--- src/hdl/frpr_pkg.sv ---
// Package for the FIFO with prefix reversal: beat types, codes and defaults.
`default_nettype none
package frpr_pkg;

    localparam int DEPTH_DEF     = 128;
    localparam int WORD_BITS_DEF = 32;

    localparam int REQ_BITS   = 2;
    localparam int VALUE_BITS = 32;
    localparam int K_BITS     = 8;
    localparam int OCC_BITS   = 8;

    localparam logic [REQ_BITS-1:0] REQ_ENQ = 2'd0;
    localparam logic [REQ_BITS-1:0] REQ_DEQ = 2'd1;
    localparam logic [REQ_BITS-1:0] REQ_REV = 2'd2;

    typedef enum logic [1:0] {
        ST_OK        = 2'd0,
        ST_OVERFLOW  = 2'd1,
        ST_UNDERFLOW = 2'd2,
        ST_BAD_K     = 2'd3
    } status_t;

    typedef struct packed {
        logic [REQ_BITS-1:0]          req_type;
        logic signed [VALUE_BITS-1:0] value;
        logic [K_BITS-1:0]            prefix_count;
    } req_beat_t;

    typedef struct packed {
        logic signed [VALUE_BITS-1:0] data_out;
        status_t                      status;
        logic [OCC_BITS-1:0]          occupancy;
    } rsp_beat_t;

endpackage
`default_nettype wire

--- src/hdl/frpr_ram.sv ---
// Generic single-port-write, single-port-read RAM with registered read data.
`default_nettype none
module frpr_ram
    import frpr_pkg::*;
#(
    parameter int WIDTH = WORD_BITS_DEF,
    parameter int DEPTH = DEPTH_DEF,
    localparam int AW = $clog2(DEPTH)
) (
    input  wire logic             aclk,
    input  wire logic             we,
    input  wire logic [AW-1:0]    waddr,
    input  wire logic [WIDTH-1:0] wdata,
    input  wire logic [AW-1:0]    raddr,
    output logic      [WIDTH-1:0] rdata
);

    logic [WIDTH-1:0] mem [DEPTH];

    always_ff @(posedge aclk) begin
        if (we) begin
            mem[waddr] <= wdata;
        end
        rdata <= mem[raddr];
    end

endmodule
`default_nettype wire

--- src/hdl/frpr_slot.sv ---
// Shared slot unit: base plus offset, wrapped round the circular buffer.
`default_nettype none
module frpr_slot
    import frpr_pkg::*;
#(
    parameter int DEPTH = DEPTH_DEF,
    localparam int AW = $clog2(DEPTH)
) (
    input  wire logic [AW-1:0] base,
    input  wire logic [AW-1:0] offset,
    output logic      [AW-1:0] pos
);

    logic [AW:0] sum;

    always_comb begin
        sum = {1'b0, base} + {1'b0, offset};
        if (sum >= (AW+1)'(DEPTH)) begin
            pos = AW'(sum - (AW+1)'(DEPTH));
        end else begin
            pos = sum[AW-1:0];
        end
    end

endmodule
`default_nettype wire

--- src/hdl/frpr_seq.sv ---
// Sequencer: decodes a request, drives the RAM and slot unit, holds the result beat.
`default_nettype none
module frpr_seq
    import frpr_pkg::*;
#(
    parameter int DEPTH     = DEPTH_DEF,
    parameter int WORD_BITS = WORD_BITS_DEF,
    localparam int AW = $clog2(DEPTH)
) (
    input  wire logic                 aclk,
    input  wire logic                 aresetn,
    input  wire logic                 s_valid,
    output logic                      s_ready,
    input  wire req_beat_t            s_req,
    output logic                      m_valid,
    input  wire logic                 m_ready,
    output rsp_beat_t                 m_result,
    output logic                      mem_we,
    output logic      [AW-1:0]        mem_waddr,
    output logic      [WORD_BITS-1:0] mem_wdata,
    output logic      [AW-1:0]        mem_raddr,
    input  wire logic [WORD_BITS-1:0] mem_rdata,
    output logic      [AW-1:0]        slot_base,
    output logic      [AW-1:0]        slot_offset,
    input  wire logic [AW-1:0]        slot_pos
);

    localparam int CNTW = $clog2(DEPTH + 1);
    localparam int CMPW = (CNTW > K_BITS) ? CNTW : K_BITS;

    typedef enum logic [7:0] {
        S_IDLE   = 8'b0000_0001,
        S_DECODE = 8'b0000_0010,
        S_DEQ    = 8'b0000_0100,
        S_RD_A   = 8'b0000_1000,
        S_RD_B   = 8'b0001_0000,
        S_WR_A   = 8'b0010_0000,
        S_WR_B   = 8'b0100_0000,
        S_RESP   = 8'b1000_0000
    } state_t;

    state_t                  state_reg, state_next;
    req_beat_t               req_reg, req_next;
    logic [AW-1:0]           head_reg, head_next;
    logic [CNTW-1:0]         count_reg, count_next;
    logic [AW-1:0]           lo_reg, lo_next;
    logic [AW-1:0]           hi_reg, hi_next;
    logic [AW-1:0]           addr_a_reg, addr_a_next;
    logic [AW-1:0]           addr_b_reg, addr_b_next;
    logic [WORD_BITS-1:0]    tmp_reg, tmp_next;
    logic signed [VALUE_BITS-1:0] data_reg, data_next;
    status_t                 status_reg, status_next;
    logic                    m_valid_reg, m_valid_next;
    rsp_beat_t               result_reg, result_next;

    logic [CMPW-1:0]      k_ext;
    logic [CMPW-1:0]      cnt_ext;
    logic [AW-1:0]        lo_inc;
    logic [AW-1:0]        hi_dec;
    logic [WORD_BITS-1:0] value_word;

    assign k_ext      = CMPW'(req_reg.prefix_count);
    assign cnt_ext    = CMPW'(count_reg);
    assign lo_inc     = lo_reg + AW'(1);
    assign hi_dec     = hi_reg - AW'(1);
    assign value_word = WORD_BITS'($unsigned(req_reg.value));
    assign slot_base  = head_reg;

    assign s_ready  = (state_reg == S_IDLE);
    assign m_valid  = m_valid_reg;
    assign m_result = result_reg;

    always_comb begin
        state_next   = state_reg;
        req_next     = req_reg;
        head_next    = head_reg;
        count_next   = count_reg;
        lo_next      = lo_reg;
        hi_next      = hi_reg;
        addr_a_next  = addr_a_reg;
        addr_b_next  = addr_b_reg;
        tmp_next     = tmp_reg;
        data_next    = data_reg;
        status_next  = status_reg;
        result_next  = result_reg;
        m_valid_next = m_valid_reg;
        mem_we       = 1'b0;
        mem_waddr    = slot_pos;
        mem_wdata    = value_word;
        mem_raddr    = slot_pos;
        slot_offset  = '0;

        if (m_valid_reg && m_ready) begin
            m_valid_next = 1'b0;
        end

        unique case (state_reg)
            S_IDLE: begin
                if (s_valid) begin
                    req_next   = s_req;
                    state_next = S_DECODE;
                end
            end
            S_DECODE: begin
                data_next   = '0;
                status_next = ST_OK;
                state_next  = S_RESP;
                case (req_reg.req_type)
                    REQ_ENQ: begin
                        slot_offset = count_reg[AW-1:0];
                        if (count_reg == CNTW'(DEPTH)) begin
                            status_next = ST_OVERFLOW;
                        end else begin
                            mem_we     = 1'b1;
                            count_next = count_reg + CNTW'(1);
                        end
                    end
                    REQ_DEQ: begin
                        if (count_reg == '0) begin
                            status_next = ST_UNDERFLOW;
                        end else begin
                            mem_raddr  = head_reg;
                            state_next = S_DEQ;
                        end
                    end
                    REQ_REV: begin
                        if (k_ext > cnt_ext) begin
                            status_next = ST_BAD_K;
                        end else if (req_reg.prefix_count >= K_BITS'(2)) begin
                            lo_next    = '0;
                            hi_next    = AW'(req_reg.prefix_count - K_BITS'(1));
                            state_next = S_RD_A;
                        end
                    end
                    default: begin
                    end
                endcase
            end
            S_DEQ: begin
                // The read of the head slot was issued in the decode cycle.
                slot_offset = AW'(1);
                head_next   = slot_pos;
                count_next  = count_reg - CNTW'(1);
                data_next   = $signed(VALUE_BITS'(mem_rdata));
                state_next  = S_RESP;
            end
            S_RD_A: begin
                slot_offset = lo_reg;
                addr_a_next = slot_pos;
                state_next  = S_RD_B;
            end
            S_RD_B: begin
                slot_offset = hi_reg;
                addr_b_next = slot_pos;
                tmp_next    = mem_rdata;
                state_next  = S_WR_A;
            end
            S_WR_A: begin
                // Read data now holds the younger entry of the pair.
                mem_we     = 1'b1;
                mem_waddr  = addr_a_reg;
                mem_wdata  = mem_rdata;
                state_next = S_WR_B;
            end
            S_WR_B: begin
                mem_we    = 1'b1;
                mem_waddr = addr_b_reg;
                mem_wdata = tmp_reg;
                lo_next   = lo_inc;
                hi_next   = hi_dec;
                if (lo_inc < hi_dec) begin
                    state_next = S_RD_A;
                end else begin
                    state_next = S_RESP;
                end
            end
            S_RESP: begin
                if (!m_valid_reg || m_ready) begin
                    result_next.data_out  = data_reg;
                    result_next.status    = status_reg;
                    result_next.occupancy = OCC_BITS'(count_reg);
                    m_valid_next          = 1'b1;
                    state_next            = S_IDLE;
                end
            end
            default: begin
                state_next = S_IDLE;
            end
        endcase
    end

    always_ff @(posedge aclk) begin
        if (!aresetn) begin
            state_reg   <= S_IDLE;
            head_reg    <= '0;
            count_reg   <= '0;
            m_valid_reg <= 1'b0;
        end else begin
            state_reg   <= state_next;
            head_reg    <= head_next;
            count_reg   <= count_next;
            m_valid_reg <= m_valid_next;
        end
    end

    always_ff @(posedge aclk) begin
        req_reg    <= req_next;
        lo_reg     <= lo_next;
        hi_reg     <= hi_next;
        addr_a_reg <= addr_a_next;
        addr_b_reg <= addr_b_next;
        tmp_reg    <= tmp_next;
        data_reg   <= data_next;
        status_reg <= status_next;
        result_reg <= result_next;
    end

endmodule
`default_nettype wire

--- src/hdl/fifo_with_prefix_reverse.sv ---
// Top level of the FIFO with in-place reversal of its oldest entries.
// A request beat is taken only while the block is idle. An enqueue, an
// underflowing dequeue, an invalid or trivial reverse and the unused request
// code go from decode straight to the response step; a dequeue passes through
// a read step first; a reverse of k entries performs floor(k/2) swaps, and each
// swap needs two reads and two writes through the single read port and single
// write port of the entry RAM, addressed by one shared wrap-round slot adder.
// The result beat sits in an output register, so the next request is taken
// while it waits; the block only stalls at its response step when the
// previous result has still not been taken.
`default_nettype none
module fifo_with_prefix_reverse
    import frpr_pkg::*;
#(
    parameter int DEPTH     = DEPTH_DEF,
    parameter int WORD_BITS = WORD_BITS_DEF
) (
    input  wire logic      aclk,
    input  wire logic      aresetn,
    input  wire logic      s_valid,
    output logic           s_ready,
    input  wire req_beat_t s_req,
    output logic           m_valid,
    input  wire logic      m_ready,
    output rsp_beat_t      m_result
);

    localparam int AW = $clog2(DEPTH);

    logic                 mem_we;
    logic [AW-1:0]        mem_waddr;
    logic [WORD_BITS-1:0] mem_wdata;
    logic [AW-1:0]        mem_raddr;
    logic [WORD_BITS-1:0] mem_rdata;
    logic [AW-1:0]        slot_base;
    logic [AW-1:0]        slot_offset;
    logic [AW-1:0]        slot_pos;

    frpr_seq #(
        .DEPTH     (DEPTH),
        .WORD_BITS (WORD_BITS)
    ) u_seq (
        .aclk        (aclk),
        .aresetn     (aresetn),
        .s_valid     (s_valid),
        .s_ready     (s_ready),
        .s_req       (s_req),
        .m_valid     (m_valid),
        .m_ready     (m_ready),
        .m_result    (m_result),
        .mem_we      (mem_we),
        .mem_waddr   (mem_waddr),
        .mem_wdata   (mem_wdata),
        .mem_raddr   (mem_raddr),
        .mem_rdata   (mem_rdata),
        .slot_base   (slot_base),
        .slot_offset (slot_offset),
        .slot_pos    (slot_pos)
    );

    frpr_slot #(
        .DEPTH (DEPTH)
    ) u_slot (
        .base   (slot_base),
        .offset (slot_offset),
        .pos    (slot_pos)
    );

    frpr_ram #(
        .WIDTH (WORD_BITS),
        .DEPTH (DEPTH)
    ) u_ram (
        .aclk  (aclk),
        .we    (mem_we),
        .waddr (mem_waddr),
        .wdata (mem_wdata),
        .raddr (mem_raddr),
        .rdata (mem_rdata)
    );

endmodule
`default_nettype wire

--- config.mk ---
export PLATFORM = sky130hd
export DESIGN_NAME = fifo_with_prefix_reverse
export DESIGN_NICKNAME = d
export VERILOG_FILES = /design/src/hdl/frpr_pkg.sv /design/src/hdl/frpr_ram.sv /design/src/hdl/frpr_slot.sv /design/src/hdl/frpr_seq.sv /design/src/hdl/fifo_with_prefix_reverse.sv
export SDC_FILE = /design/constraint.sdc
export NUM_CORES = 2
export LEC_CHECK = 0
export BUFFER_PORTS_ARGS = -buffer_cell sky130_fd_sc_hd__buf_4
export CAP_MARGIN = 10
export CORE_MARGIN = 4
export CORE_UTILIZATION = 50
export DETAILED_ROUTE_END_ITERATION = 12
export PLACE_DENSITY = 0.76
export SYNTH_ARGS = -nofsm -noshare
export SYNTH_HDL_FRONTEND = slang
export SYNTH_HIERARCHICAL = 1
export SYNTH_SLANG_ARGS = --single-unit
--- constraint.sdc ---
create_clock -name aclk -period 7.8 [get_ports aclk]
set_input_delay 0.78 -clock aclk [delete_from_list [all_inputs] [get_ports aclk]]
set_output_delay 0.78 -clock aclk [all_outputs]
set_load 0.01 [all_outputs]
==> run metrics <==
Reg clk slew, reported paths=roughly 0.06 ns; HP Class=input port to flip-flop; prevailing post-synth register cell=edfxtp_1; reg-to-reg slack, setup=around 1.3 ns; commonest cells in the netlist=edfxtp_1 (4274), mux4_2 (1344), clkbuf_1 (197), nor2_1 (149), nand2_1 (122); Final TNS setup=0 ns; Nets=7193; final antenna-violating net count=0; routability cong.=about 0.91; cell internal pwr=between 30 and 40 mW; # setup viols final=0; global-route wire length before repair=approximately 620 mm; Pre-Repair DR Iteration Count=6; distinct cell type count after synthesis=67; Synth Area in Adders=less than 1%; # clock sinks=about 4300; post-route cell area=~190000 um^2; initial antenna violation count=62; EDFF count, synth=4274; IO buf count=89; max FFs per register=4096; Crit. Startpoint=u_seq/state_reg[1]$_SDFFE_PN0P_; GRT Util Overall=25.8%; Area contributors post-synth=edfxtp_1 (78%), mux4_2 (18%), dfxtp_1 (0.68%), clkbuf_1 (0.45%), nor2_1 (0.34%); P&R area growth vs syn=13.5%; Peak supply drop=~0.21 mV; Hold Path Depth=1; HP Start=s_req[1]; die span in y=between 500 and 600 um; Critical Path Max Stage Delay=approximately 0.93 ns; FF+latch count, synth=4330; actual slew at the worst max-slew pin=about 1.3 ns; CTS buffer count=between 400 and 500; Setup Fix Bufs, Post-CTS=0; Root Driver=clkbuf_16; r2r startpoint=u_seq/state_reg[1]$_SDFFE_PN0P_; FMAX=approximately 0.15 GHz; count leader, synth=edfxtp_1; post-synth top area share=just under 80%; Req. time, crit path=between 8 and 9 ns; First DRT Iteration DRCs=~14000; leading area contributor after synthesis=edfxtp_1; Final Util=57.1%; die area=340000 um^2; I/O Pins=90; site row count=210; end of the worst hold path=u_seq/k_ext[1]$_DFFE_PP_; CP Capture Type=flip-flop; Synth Cell Area=roughly 170000 um^2; Worst R2R Path Depth=14; post-synthesis xor/xnor area fraction=less than 1%; DPL Wire Length=237 mm; Net Sw Frac=between 10% and 20%; largest net degree at the start of global routing=between 90 and 100; Pwr Total=46.7 mW; CTS H-tree depth=5; register area share after synthesis=between 70% and 80%; Final Hold Vio Count=0; Syn Area/Cell=roughly 25 um^2; critical path's slowest cell=nand3_2; Synth Area in Compound Gates=less than 1%; largest family of logic cells by synthesized area=multiplexers; Power Density=about 250 nW/um^2; Synth Warn #=6; Comb power frac=under 10%; clk_lat worst skew=between 0.9 and 1 ns; most frequent CP cell=buf_4; crit path DAT=between 7 and 8 ns; fin crit period=around 6.5 ns; Die X=about 600 um; vias in the first global route=79600; switching power=9.27 mW; routed wire length=439 mm; Max Cap Viol=0; CTS Buffer Depth=4; static leakage=between 50 and 60 nW; RSZ-0062 raised after global routing=no; Crit Path Max Fanout=19; sequential power share=a little under three fifths; status=completed; GR Overflow Total=0; wire per inst=~37 um; Core Area=between 300000 and 400000 um^2; Worst Skew=roughly 0.056 ns; fraction of layout cells with a size suffix above 1=about a third; syn nets=~6700; CP Cell Sequence=nor2_1 > nand3_1 > nor3b_4 > buf_4 > a221oi_1 > o21ai_0 > ha_1 > nand2_1 > nand2_1 > nor2b_1 > nand3_2 > buf_4 > nor2_4 > buf_4; Starting Density=around 50%; post-place instance area=about 170000 um^2; Top reg by flops=u_ram/mem; Clock power frac=between 40% and 50%; ys async rst share=0%; kind of critical path=flip-flop to flip-flop; mux cell area share after synthesis=a little under a fifth; via count=between 70000 and 80000; # resized after CTS=0; worst hold slack=0.0505 ns; Vias/cell=~6.7; simple-gate area share of the yosys netlist=under 10%; Startpoint Class=flip-flop; crit share post-route=between 80% and 90%; CTS tree=built; synthesized instance count=~6700; Hold Buf Count CTS=13; drc violations=0; worst r2r dst=u_ram/mem[118][19]$_DFFE_PP_; fin. max-slew vios=0; Slew headroom=13.5%
-- worst max-delay path by stage --
stage                                   endpoint  slack, ns  cells past startpoint
detailed placement        u_ram/rdata[1]$_DFF_P_       1.63                     16
finish              u_ram/mem[118][19]$_DFFE_PP_       1.32                     14
global placement          u_ram/rdata[1]$_DFF_P_       1.70                     15
CTS                 u_ram/mem[121][21]$_DFFE_PP_       1.54                     15
floorplan             u_ram/mem[78][0]$_DFFE_PP_       0.50                     16
global route         u_ram/mem[92][15]$_DFFE_PP_       1.23                     17
-- per-stage QoR --
| step | worst slack (ns) | instances |
|---|---|---|
| 3_5_place_dp | 1.63 | 11000 |
| 6_report | 1.32 | 11800 |
| 3_3_place_gp | 1.70 | 11000 |
| 5_1_grt | 1.23 | 11800 |
| 2_1_floorplan | 0.502 | 6661 |
| 4_1_cts | 1.54 | 11800 |
-- cell usage in the layout (no fill, tap or decap), drive strengths merged, types with 3 or more instances in the layout --
cell type / Yosys / layout
a211oi: 3 / 3
a21o: 6 / 6
a21oi: 26 / 26
a22oi: 46 / 46
and2: 40 / 40
and3: 6 / 6
buf: 140 / 368
bufinv: 0 / 54
clkbuf: 198 / 497
clkinv: 1 / 166
clkinvlp: 0 / 16
dfxtp: 56 / 56
diode: 0 / 23
dlygate4sd3: 0 / 13
edfxtp: 4274 / 4274
ha: 34 / 34
inv: 21 / 33
mux2: 39 / 39
mux2i: 4 / 4
mux4: 1344 / 1344
nand2: 124 / 124
nand2b: 5 / 5
nand3: 22 / 22
nand4: 6 / 6
nor2: 151 / 151
nor2b: 12 / 12
nor3: 13 / 13
nor3b: 5 / 5
nor4: 6 / 6
o21a: 4 / 4
o21ai: 23 / 23
xnor2: 15 / 15
xor2: 9 / 9
-- final cells by class --
class / count / area, um^2
antenna: 23 / 57.6
timing repair buffer: 381 / 3380
clock inverter: 247 / 2740
multi-input combinational: 1971 / 35500
inverter: 22 / 82.6
tap: 4346 / 5440
fill: 22000 / 141000
clock buffer: 497 / 10800
sequential: 4330 / 129000
-- cell families (layout without fill, tap and decap cells) --
| logic type | count (synthesis) | after routing |
|---|---|---|
| DFF | 4330 | 4330 |
| muxes | 1387 | 1387 |
| AOI/OAI and AO/OA | 127 | 127 |
| xor gates and xnor gates | 24 | 24 |
| adders and majority gates | 36 | 36 |
| and+or+nand+nor | 397 | 397 |
| other | 0 | 23 |
| buffers and inverters | 360 | 1147 |
-- routing by layer --
layer	wire (um)	track usage, %	share of wire [%]
met5	224	0	0.051
met4	20000	9.97	4.6
met3	57300	6.58	13
met2	212000	40.7	48
met1	149000	35.1	34
-- power by group through the flow --
stage	clock (mW)	combinational (mW)	sequential, mW
after global placement	0	0.666	26.3
after global routing	21.5	0.782	25.8
after CTS	20.4	0.728	25.8
after detailed placement	0	0.719	26.3
final	20.2	0.742	25.8
after floorplan	0	0.297	26.3
-- worst max-delay path: cells and delay by family (launching register included) --
kind / cells / cell delay, ns
simple gates: 8 / 3.98
buf+inv: 3 / 1.23
fa+ha+maj: 1 / 0.34
flops: 1 / 0.32
compound gates: 2 / 0.19
(Power assumes the default switching activity.)
